[src/design/dra_pkg.sv]
// ----------------------------------------------------------------------------
// dra_pkg
// Shared types and constants for the DNS reply address extractor.
// ----------------------------------------------------------------------------
`default_nettype none

package dra_pkg;

    localparam int QUEUE_DEPTH  = 4;
    localparam int HEADER_LEN   = 12;
    localparam int QTAIL_LEN    = 4;
    localparam int FIXED_LEN    = 10;
    localparam int ADDR_LEN     = 4;
    localparam logic [7:0] RCODE_MASK   = 8'h0f;
    localparam logic [7:0] POINTER_BITS = 8'hc0;

    // One payload byte with its classification, as queued between front and back.
    typedef struct packed {
        logic [7:0] data;
        logic       last;
        logic       is_zero;
        logic       is_ptr;
    } t_byte_item;

endpackage

`default_nettype wire

[src/design/dra_front.sv]
// ----------------------------------------------------------------------------
// dra_front
// Input side: takes payload bytes and classifies them for the name parser.
// ----------------------------------------------------------------------------
`default_nettype none

module dra_front (
    input  wire logic              i_valid,
    output logic                   o_ready,
    input  wire logic [7:0]        i_payload_byte,
    input  wire logic              i_last_byte,
    input  wire logic              i_full,
    output logic                   o_push,
    output dra_pkg::t_byte_item    o_item
);

    assign o_ready = !i_full;
    assign o_push  = i_valid && !i_full;

    always_comb begin
        o_item.data    = i_payload_byte;
        o_item.last    = i_last_byte;
        o_item.is_zero = (i_payload_byte == 8'h00);
        // A length byte with either top bit set is a compression pointer.
        o_item.is_ptr  = ((i_payload_byte & dra_pkg::POINTER_BITS) != 8'h00);
    end

endmodule

`default_nettype wire

[src/design/dra_queue.sv]
// ----------------------------------------------------------------------------
// dra_queue
// Short first-in first-out queue of classified bytes between front and back.
// ----------------------------------------------------------------------------
`default_nettype none

module dra_queue #(
    parameter int DEPTH = dra_pkg::QUEUE_DEPTH
) (
    input  wire logic                i_clk,
    input  wire logic                i_rst_n,
    input  wire logic                i_push,
    input  wire dra_pkg::t_byte_item i_item,
    output logic                     o_full,
    input  wire logic                i_pop,
    output logic                     o_valid,
    output dra_pkg::t_byte_item      o_item
);

    localparam int AW = (DEPTH > 1) ? $clog2(DEPTH) : 1;
    localparam int CW = $clog2(DEPTH + 1);

    dra_pkg::t_byte_item r_mem [DEPTH];
    logic [AW-1:0] r_wr, n_wr;
    logic [AW-1:0] r_rd, n_rd;
    logic [CW-1:0] r_count, n_count;

    assign o_full  = (r_count == CW'(DEPTH));
    assign o_valid = (r_count != '0);
    assign o_item  = r_mem[r_rd];

    always_comb begin
        n_wr    = r_wr;
        n_rd    = r_rd;
        n_count = r_count;
        if (i_push) begin
            n_wr = (r_wr == AW'(DEPTH - 1)) ? '0 : r_wr + AW'(1);
        end
        if (i_pop) begin
            n_rd = (r_rd == AW'(DEPTH - 1)) ? '0 : r_rd + AW'(1);
        end
        if (i_push && !i_pop) begin
            n_count = r_count + CW'(1);
        end else if (!i_push && i_pop) begin
            n_count = r_count - CW'(1);
        end
    end

    always_ff @(posedge i_clk) begin
        if (!i_rst_n) begin
            r_wr    <= '0;
            r_rd    <= '0;
            r_count <= '0;
        end else begin
            r_wr    <= n_wr;
            r_rd    <= n_rd;
            r_count <= n_count;
        end
    end

    always_ff @(posedge i_clk) begin
        if (i_push) begin
            r_mem[r_wr] <= i_item;
        end
    end

    a_count_bound: assert property (@(posedge i_clk) disable iff (!i_rst_n)
        r_count <= CW'(DEPTH))
        else $error("queue count beyond depth");

    a_no_overflow: assert property (@(posedge i_clk) disable iff (!i_rst_n)
        !(i_push && o_full))
        else $error("push into full queue");

    a_no_underflow: assert property (@(posedge i_clk) disable iff (!i_rst_n)
        !(i_pop && !o_valid))
        else $error("pop from empty queue");

endmodule

`default_nettype wire

[src/design/dra_parser.sv]
// ----------------------------------------------------------------------------
// dra_parser
// Back side: walks header, question and answer records one byte per cycle and
// holds each result in an output register; a last byte waits until it is free.
// ----------------------------------------------------------------------------
`default_nettype none

module dra_parser (
    input  wire logic                i_clk,
    input  wire logic                i_rst_n,
    input  wire logic                i_item_valid,
    input  wire dra_pkg::t_byte_item i_item,
    output logic                     o_pop,
    output logic                     o_valid,
    input  wire logic                i_ready,
    output logic [1:0]               o_status,
    output logic [31:0]              o_resolved_address,
    output logic [3:0]               o_response_code,
    output logic [15:0]              o_answer_total
);

    localparam logic [3:0] PH_HEADER    = 4'd0;
    localparam logic [3:0] PH_QNAME     = 4'd1;
    localparam logic [3:0] PH_QNAME_PTR = 4'd2;
    localparam logic [3:0] PH_QTAIL     = 4'd3;
    localparam logic [3:0] PH_ANAME     = 4'd4;
    localparam logic [3:0] PH_ANAME_PTR = 4'd5;
    localparam logic [3:0] PH_AFIXED    = 4'd6;
    localparam logic [3:0] PH_ADATA     = 4'd7;
    localparam logic [3:0] PH_DONE      = 4'd8;

    localparam logic [1:0] ST_RESOLVED  = 2'd0;
    localparam logic [1:0] ST_NO_ANSWER = 2'd1;
    localparam logic [1:0] ST_SERVER    = 2'd2;
    localparam logic [1:0] ST_TRUNCATED = 2'd3;

    logic [3:0]  r_phase, n_phase;
    logic [3:0]  r_pos, n_pos;
    logic [15:0] r_ans_left, n_ans_left;
    logic [15:0] r_ancount, n_ancount;
    logic [3:0]  r_rcode, n_rcode;
    logic [7:0]  r_label, n_label;
    logic        r_type_ok, n_type_ok;
    logic        r_class_ok, n_class_ok;
    logic [15:0] r_data, n_data;
    logic        r_take, n_take;
    logic [31:0] r_addr, n_addr;
    logic        r_found, n_found;

    logic        r_out_valid;
    logic [1:0]  r_out_status;
    logic [31:0] r_out_addr;
    logic [3:0]  r_out_rcode;
    logic [15:0] r_out_ancount;
    logic [1:0]  n_status;

    logic [7:0]  b;
    logic [15:0] ans_dec;
    logic [15:0] len_full;
    logic [15:0] data_dec;
    logic        finish;

    assign b        = i_item.data;
    assign ans_dec  = r_ans_left - 16'd1;
    assign len_full = {r_data[7:0], b};
    assign data_dec = r_data - 16'd1;

    // A last byte may only be taken when the output register can take its result.
    assign o_pop  = i_item_valid && (!i_item.last || !r_out_valid || i_ready);
    assign finish = o_pop && i_item.last;

    always_comb begin
        n_phase    = r_phase;
        n_pos      = r_pos;
        n_ans_left = r_ans_left;
        n_ancount  = r_ancount;
        n_rcode    = r_rcode;
        n_label    = r_label;
        n_type_ok  = r_type_ok;
        n_class_ok = r_class_ok;
        n_data     = r_data;
        n_take     = r_take;
        n_addr     = r_addr;
        n_found    = r_found;
        n_status   = ST_NO_ANSWER;

        if (o_pop) begin
            unique case (r_phase)
                PH_HEADER: begin
                    if (r_pos == 4'd3) begin
                        n_rcode = 4'(b & dra_pkg::RCODE_MASK);
                    end else if (r_pos == 4'd6) begin
                        n_ancount = {b, 8'h00};
                    end else if (r_pos == 4'd7) begin
                        n_ancount = {r_ancount[15:8], b};
                    end
                    n_pos = r_pos + 4'd1;
                    if (r_pos == 4'(dra_pkg::HEADER_LEN - 1)) begin
                        n_pos      = '0;
                        n_ans_left = n_ancount;
                        n_label    = '0;
                        n_phase    = (n_rcode != 4'd0) ? PH_DONE : PH_QNAME;
                    end
                end
                PH_QNAME, PH_ANAME: begin
                    if (r_label != 8'd0) begin
                        n_label = r_label - 8'd1;
                    end else if (i_item.is_zero) begin
                        // Name ends; the question goes to its tail, an answer to
                        // its fixed fields.
                        n_pos      = '0;
                        n_phase    = (r_phase == PH_QNAME) ? PH_QTAIL : PH_AFIXED;
                        n_type_ok  = 1'b0;
                        n_class_ok = 1'b0;
                        n_data     = '0;
                    end else if (i_item.is_ptr) begin
                        n_phase = (r_phase == PH_QNAME) ? PH_QNAME_PTR : PH_ANAME_PTR;
                    end else begin
                        n_label = b;
                    end
                end
                PH_QNAME_PTR: begin
                    n_phase = PH_QTAIL;
                    n_pos   = '0;
                end
                PH_QTAIL: begin
                    n_pos = r_pos + 4'd1;
                    if (r_pos == 4'(dra_pkg::QTAIL_LEN - 1)) begin
                        n_pos   = '0;
                        n_label = '0;
                        n_phase = (r_ans_left == 16'd0) ? PH_DONE : PH_ANAME;
                    end
                end
                PH_ANAME_PTR: begin
                    n_phase    = PH_AFIXED;
                    n_pos      = '0;
                    n_type_ok  = 1'b0;
                    n_class_ok = 1'b0;
                    n_data     = '0;
                end
                PH_AFIXED: begin
                    if (r_pos == 4'd0) begin
                        n_type_ok = (b == 8'd0);
                    end else if (r_pos == 4'd1) begin
                        n_type_ok = r_type_ok && (b == 8'd1);
                    end else if (r_pos == 4'd2) begin
                        n_class_ok = (b == 8'd0);
                    end else if (r_pos == 4'd3) begin
                        n_class_ok = r_class_ok && (b == 8'd1);
                    end else if (r_pos >= 4'd8) begin
                        n_data = len_full;
                    end
                    n_pos = r_pos + 4'd1;
                    if (r_pos == 4'(dra_pkg::FIXED_LEN - 1)) begin
                        n_pos = '0;
                        if (len_full == 16'd0) begin
                            n_ans_left = ans_dec;
                            n_label    = '0;
                            n_phase    = (ans_dec == 16'd0) ? PH_DONE : PH_ANAME;
                        end else begin
                            n_phase = PH_ADATA;
                            // Only the first class IN, type A record of length four
                            // supplies the address.
                            n_take  = r_type_ok && r_class_ok && !r_found &&
                                      (len_full == 16'(dra_pkg::ADDR_LEN));
                        end
                    end
                end
                PH_ADATA: begin
                    if (r_take) begin
                        n_addr = {r_addr[23:0], b};
                    end
                    n_data = data_dec;
                    if (data_dec == 16'd0) begin
                        if (r_take) begin
                            n_found = 1'b1;
                        end
                        n_pos      = '0;
                        n_ans_left = ans_dec;
                        n_label    = '0;
                        n_phase    = (ans_dec == 16'd0) ? PH_DONE : PH_ANAME;
                    end
                end
                default: begin
                    n_phase = PH_DONE;
                end
            endcase
        end

        if (n_phase == PH_HEADER) begin
            n_status = ST_TRUNCATED;
        end else if (n_rcode != 4'd0) begin
            n_status = ST_SERVER;
        end else if (n_found) begin
            n_status = ST_RESOLVED;
        end else if (n_phase != PH_DONE) begin
            n_status = ST_TRUNCATED;
        end else begin
            n_status = ST_NO_ANSWER;
        end
    end

    always_ff @(posedge i_clk) begin
        if (!i_rst_n || finish) begin
            r_phase    <= PH_HEADER;
            r_pos      <= '0;
            r_ans_left <= '0;
            r_ancount  <= '0;
            r_rcode    <= '0;
            r_label    <= '0;
            r_type_ok  <= 1'b0;
            r_class_ok <= 1'b0;
            r_data     <= '0;
            r_take     <= 1'b0;
            r_addr     <= '0;
            r_found    <= 1'b0;
        end else begin
            r_phase    <= n_phase;
            r_pos      <= n_pos;
            r_ans_left <= n_ans_left;
            r_ancount  <= n_ancount;
            r_rcode    <= n_rcode;
            r_label    <= n_label;
            r_type_ok  <= n_type_ok;
            r_class_ok <= n_class_ok;
            r_data     <= n_data;
            r_take     <= n_take;
            r_addr     <= n_addr;
            r_found    <= n_found;
        end
    end

    always_ff @(posedge i_clk) begin
        if (!i_rst_n) begin
            r_out_valid <= 1'b0;
        end else if (finish) begin
            r_out_valid <= 1'b1;
        end else if (i_ready) begin
            r_out_valid <= 1'b0;
        end
    end

    always_ff @(posedge i_clk) begin
        if (finish) begin
            r_out_status  <= n_status;
            r_out_addr    <= (n_status == ST_RESOLVED) ? n_addr : 32'd0;
            r_out_rcode   <= n_rcode;
            r_out_ancount <= n_ancount;
        end
    end

    assign o_valid            = r_out_valid;
    assign o_status           = r_out_status;
    assign o_resolved_address = r_out_addr;
    assign o_response_code    = r_out_rcode;
    assign o_answer_total     = r_out_ancount;

    a_restart: assert property (@(posedge i_clk) disable iff (!i_rst_n)
        finish |=> (r_phase == PH_HEADER) && (r_pos == 4'd0) && !r_found)
        else $error("parser did not restart after the last byte");

    a_result_loaded: assert property (@(posedge i_clk) disable iff (!i_rst_n)
        finish |=> r_out_valid)
        else $error("result missing after the last byte");

    a_no_overwrite: assert property (@(posedge i_clk) disable iff (!i_rst_n)
        (r_out_valid && !i_ready) |-> !finish)
        else $error("pending result overwritten");

    a_addr_only_resolved: assert property (@(posedge i_clk) disable iff (!i_rst_n)
        (r_out_valid && (r_out_status != ST_RESOLVED)) |-> (r_out_addr == 32'd0))
        else $error("address shown without resolution");

endmodule

`default_nettype wire

[src/design/dns_reply_address_extractor_unit.sv]
// ----------------------------------------------------------------------------
// dns_reply_address_extractor_unit
// Parses a DNS reply byte stream and reports the first IPv4 A record address.
// ----------------------------------------------------------------------------
// Usage:
//   Input channel (i_valid / o_ready) carries one payload byte per item, with
//   i_last_byte marking the final byte of the datagram. Output channel
//   (o_valid / i_ready) carries one result per datagram: status, address,
//   RCODE and ANCOUNT.
//   Throughput is one byte per cycle while the queue is not full. Each byte
//   is written into a short queue and the parser consumes one queued byte
//   per cycle, except a last byte waiting on a pending result; every byte
//   only steps the parser's phase and field counters. The parser loads the
//   result of a last byte into the output register when it takes that byte.
//   When the receiver stalls, the result waits in the output register while
//   the parser keeps consuming the next datagram; only a second last byte
//   waits, and then the queue fills and o_ready drops.
//   Reset (synchronous, active low) empties the queue, drops o_valid and puts
//   the parser at the start of a header. No clearing pass is needed.
// ----------------------------------------------------------------------------
`default_nettype none

module dns_reply_address_extractor_unit #(
    parameter int QUEUE_DEPTH = dra_pkg::QUEUE_DEPTH
) (
    input  wire logic        i_clk,
    input  wire logic        i_rst_n,
    input  wire logic        i_valid,
    output logic             o_ready,
    input  wire logic [7:0]  i_payload_byte,
    input  wire logic        i_last_byte,
    output logic             o_valid,
    input  wire logic        i_ready,
    output logic [1:0]       o_status,
    output logic [31:0]      o_resolved_address,
    output logic [3:0]       o_response_code,
    output logic [15:0]      o_answer_total
);

    dra_pkg::t_byte_item push_item;
    dra_pkg::t_byte_item head_item;
    logic push;
    logic full;
    logic pop;
    logic head_valid;

    dra_front u_front (
        .i_valid        (i_valid),
        .o_ready        (o_ready),
        .i_payload_byte (i_payload_byte),
        .i_last_byte    (i_last_byte),
        .i_full         (full),
        .o_push         (push),
        .o_item         (push_item)
    );

    dra_queue #(
        .DEPTH (QUEUE_DEPTH)
    ) u_queue (
        .i_clk   (i_clk),
        .i_rst_n (i_rst_n),
        .i_push  (push),
        .i_item  (push_item),
        .o_full  (full),
        .i_pop   (pop),
        .o_valid (head_valid),
        .o_item  (head_item)
    );

    dra_parser u_parser (
        .i_clk              (i_clk),
        .i_rst_n            (i_rst_n),
        .i_item_valid       (head_valid),
        .i_item             (head_item),
        .o_pop              (pop),
        .o_valid            (o_valid),
        .i_ready            (i_ready),
        .o_status           (o_status),
        .o_resolved_address (o_resolved_address),
        .o_response_code    (o_response_code),
        .o_answer_total     (o_answer_total)
    );

endmodule

`default_nettype wire

[config.mk]
export PLATFORM = sky130hd
export DESIGN_NAME = dns_reply_address_extractor_unit
export DESIGN_NICKNAME = d
export VERILOG_FILES = /design/src/design/dra_pkg.sv /design/src/design/dra_front.sv /design/src/design/dra_queue.sv /design/src/design/dra_parser.sv /design/src/design/dns_reply_address_extractor_unit.sv
export SDC_FILE = /design/constraint.sdc
export NUM_CORES = 1
export LEC_CHECK = 0
export ABC_AREA = 1
export BUFFER_PORTS_ARGS = -buffer_cell sky130_fd_sc_hd__buf_4
export CAP_MARGIN = 30
export CELL_PAD_IN_SITES_DETAIL_PLACEMENT = 1
export CELL_PAD_IN_SITES_GLOBAL_PLACEMENT = 2
export CORE_ASPECT_RATIO = 1.2
export CORE_UTILIZATION = 34
export CTS_BUF_LIST = sky130_fd_sc_hd__clkbuf_4 sky130_fd_sc_hd__clkbuf_8
export CTS_CLUSTER_DIAMETER = 200
export DETAILED_ROUTE_END_ITERATION = 12
export PLACE_DENSITY_LB_ADDON = 0.1
export SLEW_MARGIN = 20
export SYNTH_ARGS = -nofsm -noshare
export SYNTH_HDL_FRONTEND = slang
export SYNTH_SLANG_ARGS = --single-unit
export TNS_END_PERCENT = 5
[constraint.sdc]
create_clock -name i_clk -period 2.5 [get_ports i_clk]
set_input_delay 0.125 -clock i_clk [delete_from_list [all_inputs] [get_ports i_clk]]
set_output_delay 0.125 -clock i_clk [all_outputs]
set_load 0.1 [all_outputs]
Yosys cells after proc, flatten, opt, wreduce, memory -nomap -nowiden. Memory sizes are Yosys's and may differ from the RTL's. A register that Yosys moved wholly into a read port is not among the register bits. Cells that the tools add are included.

Flip-flop bits (word level): 166. Bits in writable memories: 44. Input bits: 13. Output and inout port bits: 56. Memories kept: 1.

Add/subtract/negate cells: 8. Order comparisons: 1. Equal/unequal tests: 36. Muxes and demuxes: 85. Bitwise logic cells: 1. Reductions and logical operators: 51.

Memory list: u_queue.r_mem (words 4, bits a word 11, rd ports 1, clocked after Yosys merged registers in 1, write ports 1, RTL line dra_queue.sv:23) `dra_pkg::t_byte_item r_mem [DEPTH];`.

Operators by type and width (count): $mux 16 (15); $mux 32 (3); $mux 4 (23); $mux 8 (9); $logic_not 16->1 (4); $pmux 16 s4 (1); $pmux 16 s3 (1); $pmux 8 s5 (1); $sub 16x1->16 const B (2); $pmux 4 s7 (1); $eq 4x3->1 const B (6); $pmux 4 s6 (1); $reduce_and 9->1 (2); $eq 16x3->1 const B (1); $eq 4x2->1 const B (4); $logic_not 8->1 (2); $mux 1 (16); $mux 2 (8); $reduce_bool 8->1 (2); $logic_not 4->1 (3); $mux 3 (4); $ne 2x1->1 const B (6); $ne 2x2->1 const B (6); $reduce_bool 4->1 (3); other kinds (29) (58).

Depth between registers and ports, before layout.
Depth in word-level cells: 16. Gate-level depth with buffers: 20. Mapped depth without buffers: 19.

Modules after synthesis. A second synthesis with hierarchy kept.

Cell total of the unflattened synthesis: 1284. Area total of the unflattened synthesis: 10390.0 um^2.

Modules (own cells, without submodules): dra_parser (times used 1, cells each 1097, area each 8187.9 um^2, sequential area each 3723.6 um^2); dra_queue (times used 1, cells each 167, area each 2090.8 um^2, sequential area each 1501.4 um^2); dra_front (times used 1, cells each 20, area each 111.4 um^2, sequential area each 0.0 um^2).

Worst setup path before layout. Ideal clock, no wire load.

Kind: register to register. Start point: register u_parser.r_out_valid (netlist: u_parser.o_valid). End point: register u_parser.r_out_ancount[0] (netlist: u_parser.o_answer_total[0]), enable pin. Setup time: 0.408 ns. Arrival time: 2.416 ns. Setup slack: -0.324 ns. Cell stages (with the launch flop): 7. Period minus slack after synthesis: 2.824 ns. Path through: dfxtp_1 nand3_2 nand2_4 inv_1 buf_2 nand2_1 inv_1.

Word-level cells in the longest chain between the ends: 5.

Ends and longest elaborated chain: from (decl) (RTL line dra_parser.sv:50) `logic r_out_valid;`; from (signal assigned) (RTL line dra_parser.sv:235) `r_out_valid <= 1'b0;`; from (signal assigned) (RTL line dra_parser.sv:237) `r_out_valid <= 1'b1;`; from (signal assigned) (RTL line dra_parser.sv:239) `r_out_valid <= 1'b0;`; $logic_not 1->1 (RTL line dra_parser.sv:69) `assign o_pop = i_item_valid && (!i_item.last || !r_out_valid || i_ready);`; $logic_or 1x1->1 (2 in a row) (RTL line dra_parser.sv:69); $logic_and 1x1->1 (RTL line dra_parser.sv:69); $logic_and 1x1->1 (RTL line dra_parser.sv:70) `assign finish = o_pop && i_item.last;`; via u_parser.finish (RTL line dra_parser.sv:61) `logic finish;`; to (signal assigned) (RTL line dra_parser.sv:248) `r_out_ancount <= n_ancount;`; to (decl) (RTL line dra_parser.sv:54) `logic [15:0] r_out_ancount;`.

The timed path passes the listed nets, and every way through them passes these cells. A chain may end at the register's enable or synchronous reset.

==> flow_summary.yaml <==
status:
  outcome: "complete, but fails checks"
  violations: "negative setup slack"
timing:
  setup_ws_ns: -0.203
  fin_skew_ns: 0.0205
  fmax_mhz: 370
  relSlewSlack: 0.495
  final_hold_viol_count: 0
  rsz0062_at_grt: "yes"
  setup_viol: 37
  tightest_slew_ns: 0.751
  min_period_ns: 2.70
  drv_slew: 0
  layout_worst_path_cycle_share: 1.08
place:
  post-place-ws_ns: -0.448
  dp_cells: 1940
  gp_congestion: 0.854
  placed_area_um2: 13000
  dpl.hpwl_um: 24400
  numPortBuffers: 68
critical_path:
  worstPathArrival_ns: 3.01
  critPathCaptureType: "flop"
  cp_max_fo: 8
  r2r_slack_ns: -0.20
  crit_type: "reg2reg"
  crit_path_start_kind: "flop"
  required_ns: 2.81
cells_and_area:
  drive_above_1_share: 0.339
  nets: 1663
  fin_cells: 2059
  postLayoutCellArea_um2: 14900
  fillCellCount: 3683
  n_antenna_cell: 0
  area.growth.synth_to_final_pct: 40.7
  multi_input_area_um2: 5000
  register_area_um2: 5250
clock_network:
  clock-sinks: 212
  cts_tree: "built"
  cts_buffer_depth: 3
  cts_root_buffer: "clkbuf_8"
  htreeDepth: 2
  clk_latency_ns: 0.57
  cts_buffers: 38
  clkTransAtPathRegs_ns: 0.06
grt:
  antenna_found_initial: 0
  grt_pass1_wl_um: 53800
  grt_max_degree: 44
  gr-usage-all-layers: 0.217
  grt_overflow: 0
  grt_pass1_vias: 10300
logic_synthesis:
  syn_inst: 1329
  synthTopCellsByArea: "edfxtp_1, dfxtp_1, nand2_1, inv_1, nor2_1"
  syn_area_um2: 10600
  ys_ff_latch: 212
  synth_top_cell_by_area: "edfxtp_1"
  avgSynthCellArea_um2: 7.95
  ys_seq_area_frac: 0.495
  synth_fp_nets: 1359
  yosys_warnings: 0
  synth.top_cell.area_share: 0.279
  synth_cell_types: 44
hold_path:
  hold_path_class: "in2reg"
route:
  wl_met1_um: 14700
  ant_nets: 0
  wl_met3_um: 932
  drtPass1Iterations: 4
  via_per_inst: 4.83
  drt-total-wl_um: 34400
  remaining_drc_errors: 0
  vias: 9951
  detail_route.wl_per_cell_um: 16.7
  wl_met2_um: 18000
  drtIter0Drc: 295
  dr.max_layer_used: "met4"
run:
  max_cap_violations: 0
floorplanning:
  die_h_um: 195
  num_io_pins: 69
  core_um2: 30600
  start_util: 0.346
  num_rows: 70
  die_w_um: 163
  dieArea_um2: 31800
power:
  ir_drop_v: 0.00108
  pwr_density_cell_nw_per_um2: 1100
  p_leak_nw: 6.44
[path summary, 6_finish.rpt]
path,startpoint,end,cells past startpoint
max,flop,u_parser.o_resolved_address[5],19
min,i_valid,u_queue.r_wr[1],3
max reg2reg,flop,u_parser.o_resolved_address[5],19
min reg2reg,u_parser.r_data[15],u_parser.r_data[15],2
[registers in the layout (all words and copies together), names as in the netlist, named ones only]
signal and flops:
u_queue.r_mem 44, u_parser.o_resolved_address 32, u_parser.r_addr 32, u_parser.o_answer_total 16, u_parser.r_ancount 16, u_parser.r_ans_left 16
u_parser.r_data 16, u_parser.r_label 8, u_parser.o_response_code 4, u_parser.r_phase 4, u_parser.r_pos 4, u_parser.r_rcode 4
u_queue.r_count 3, u_parser.o_status 2, u_queue.r_rd 2, u_queue.r_wr 2, u_parser.o_valid 1, u_parser.r_class_ok 1
u_parser.r_found 1, u_parser.r_take 1, u_parser.r_type_ok 1
[cell usage in the layout, fill, tap and decap left out, types with 15 or more instances in the layout]
master	instances
nand2_2	25
or2_2	17
buf_12	16
a21oi_1	54
dfxtp_2	15
nand3_1	59
o21ai_1	21
dfxtp_1	97
nand2_1	266
a211oi_1	46
nor2_4	18
edfxtp_1	98
nor2_2	49
inv_1	156
o21ai_0	61
nand3_2	21
nor2_1	141
clkbuf_8	42
nor3_1	15
buf_4	263
[cell type report]
cell class | instances | share of cell area
clock buffer | 56 | 0.0459
clock inverter | 14 | 0.00934
inverter | 174 | 0.0452
multi-input combinational | 900 | 0.336
sequential | 212 | 0.353
tap | 396 | 0.0333
timing repair buffer | 307 | 0.177
[cell usage after synthesis, drive strengths merged]
master  number
or4          1
nand3b       4
clkbuf      31
and2         1
nor4         5
a221oi       4
a211oi      47
nand2      302
ha          16
a311oi       1
nor2       208
nand4        6
xnor2        1
xor2         4
buf         12
clkinv       2
nand3       84
edfxtp      98
dfxtp      114
nor3b        2
fa           1
a31oi        2
or2         17
nor3        19
o22ai       14
o211a        2
inv        172
o221ai       1
o211ai      11
a21oi       60
o21ai       87
[where the power goes]
group          total [mW]  switching, mW  internal, mW
combinational        8.09           5.82          2.27
sequential           4.79          0.273          4.52
clock                3.54           1.55          1.99
[metrics by stage]
step | hold WS (ns) | util | power [mW] | TNS [ns]
2_1_floorplan | 0.224 | - | 9.83 | -2.61
3_3_place_gp | 0.329 | 0.424 | 12.2 | -16.57
3_5_place_dp | 0.335 | 0.424 | 12.3 | -24.98
4_1_cts | 0.0138 | 0.466 | 16.0 | -14.60
5_1_grt | 0.0550 | 0.486 | 17.2 | -15.96
6_report | 0.0426 | 0.486 | 16.4 | -5.89
[per-layer routing]
layer	up-vias	global-route usage
met4	0	0.0703
met1	4748	0.255
li1	5005	-
met5	-	0
met2	142	0.398
met3	56	0.0338
[critical path, cell delays in order, from the launching register on]
cell	delay, ns
dfxtp_4	0.35
clkinvlp_4	0.18
buf_6	0.14
nand3_2	0.07
nand2_2	0.09
nand2_2	0.07
nor2_4	0.14
nand3b_1	0.21
nand2_1	0.15
nand2_2	0.07
nor2_2	0.11
nand3_2	0.07
nand2_2	0.08
nand2_2	0.07
nor2_4	0.12
nand3_2	0.11
nand3_4	0.11
buf_12	0.13
buf_12	0.14
nor2_4	0.03
[logic make-up after synthesis]
group,Yosys count,share of synthesized area
flops,212,0.495
fa+ha+maj,17,0.0208
simple gates,649,0.270
compound gates,229,0.128
buf+inv,217,0.0825
xor+xnor,5,0.00414
[repair_timing]
action,CTS,global route
buffers inserted,15,25
pin swaps,19,63
hold buffers,11,0
resized for setup,55,140
cloned,1,1
hold endpoints to repair,54,0
endpoints found under the setup margin,194,199
Power figures use the tool's default switching activity.
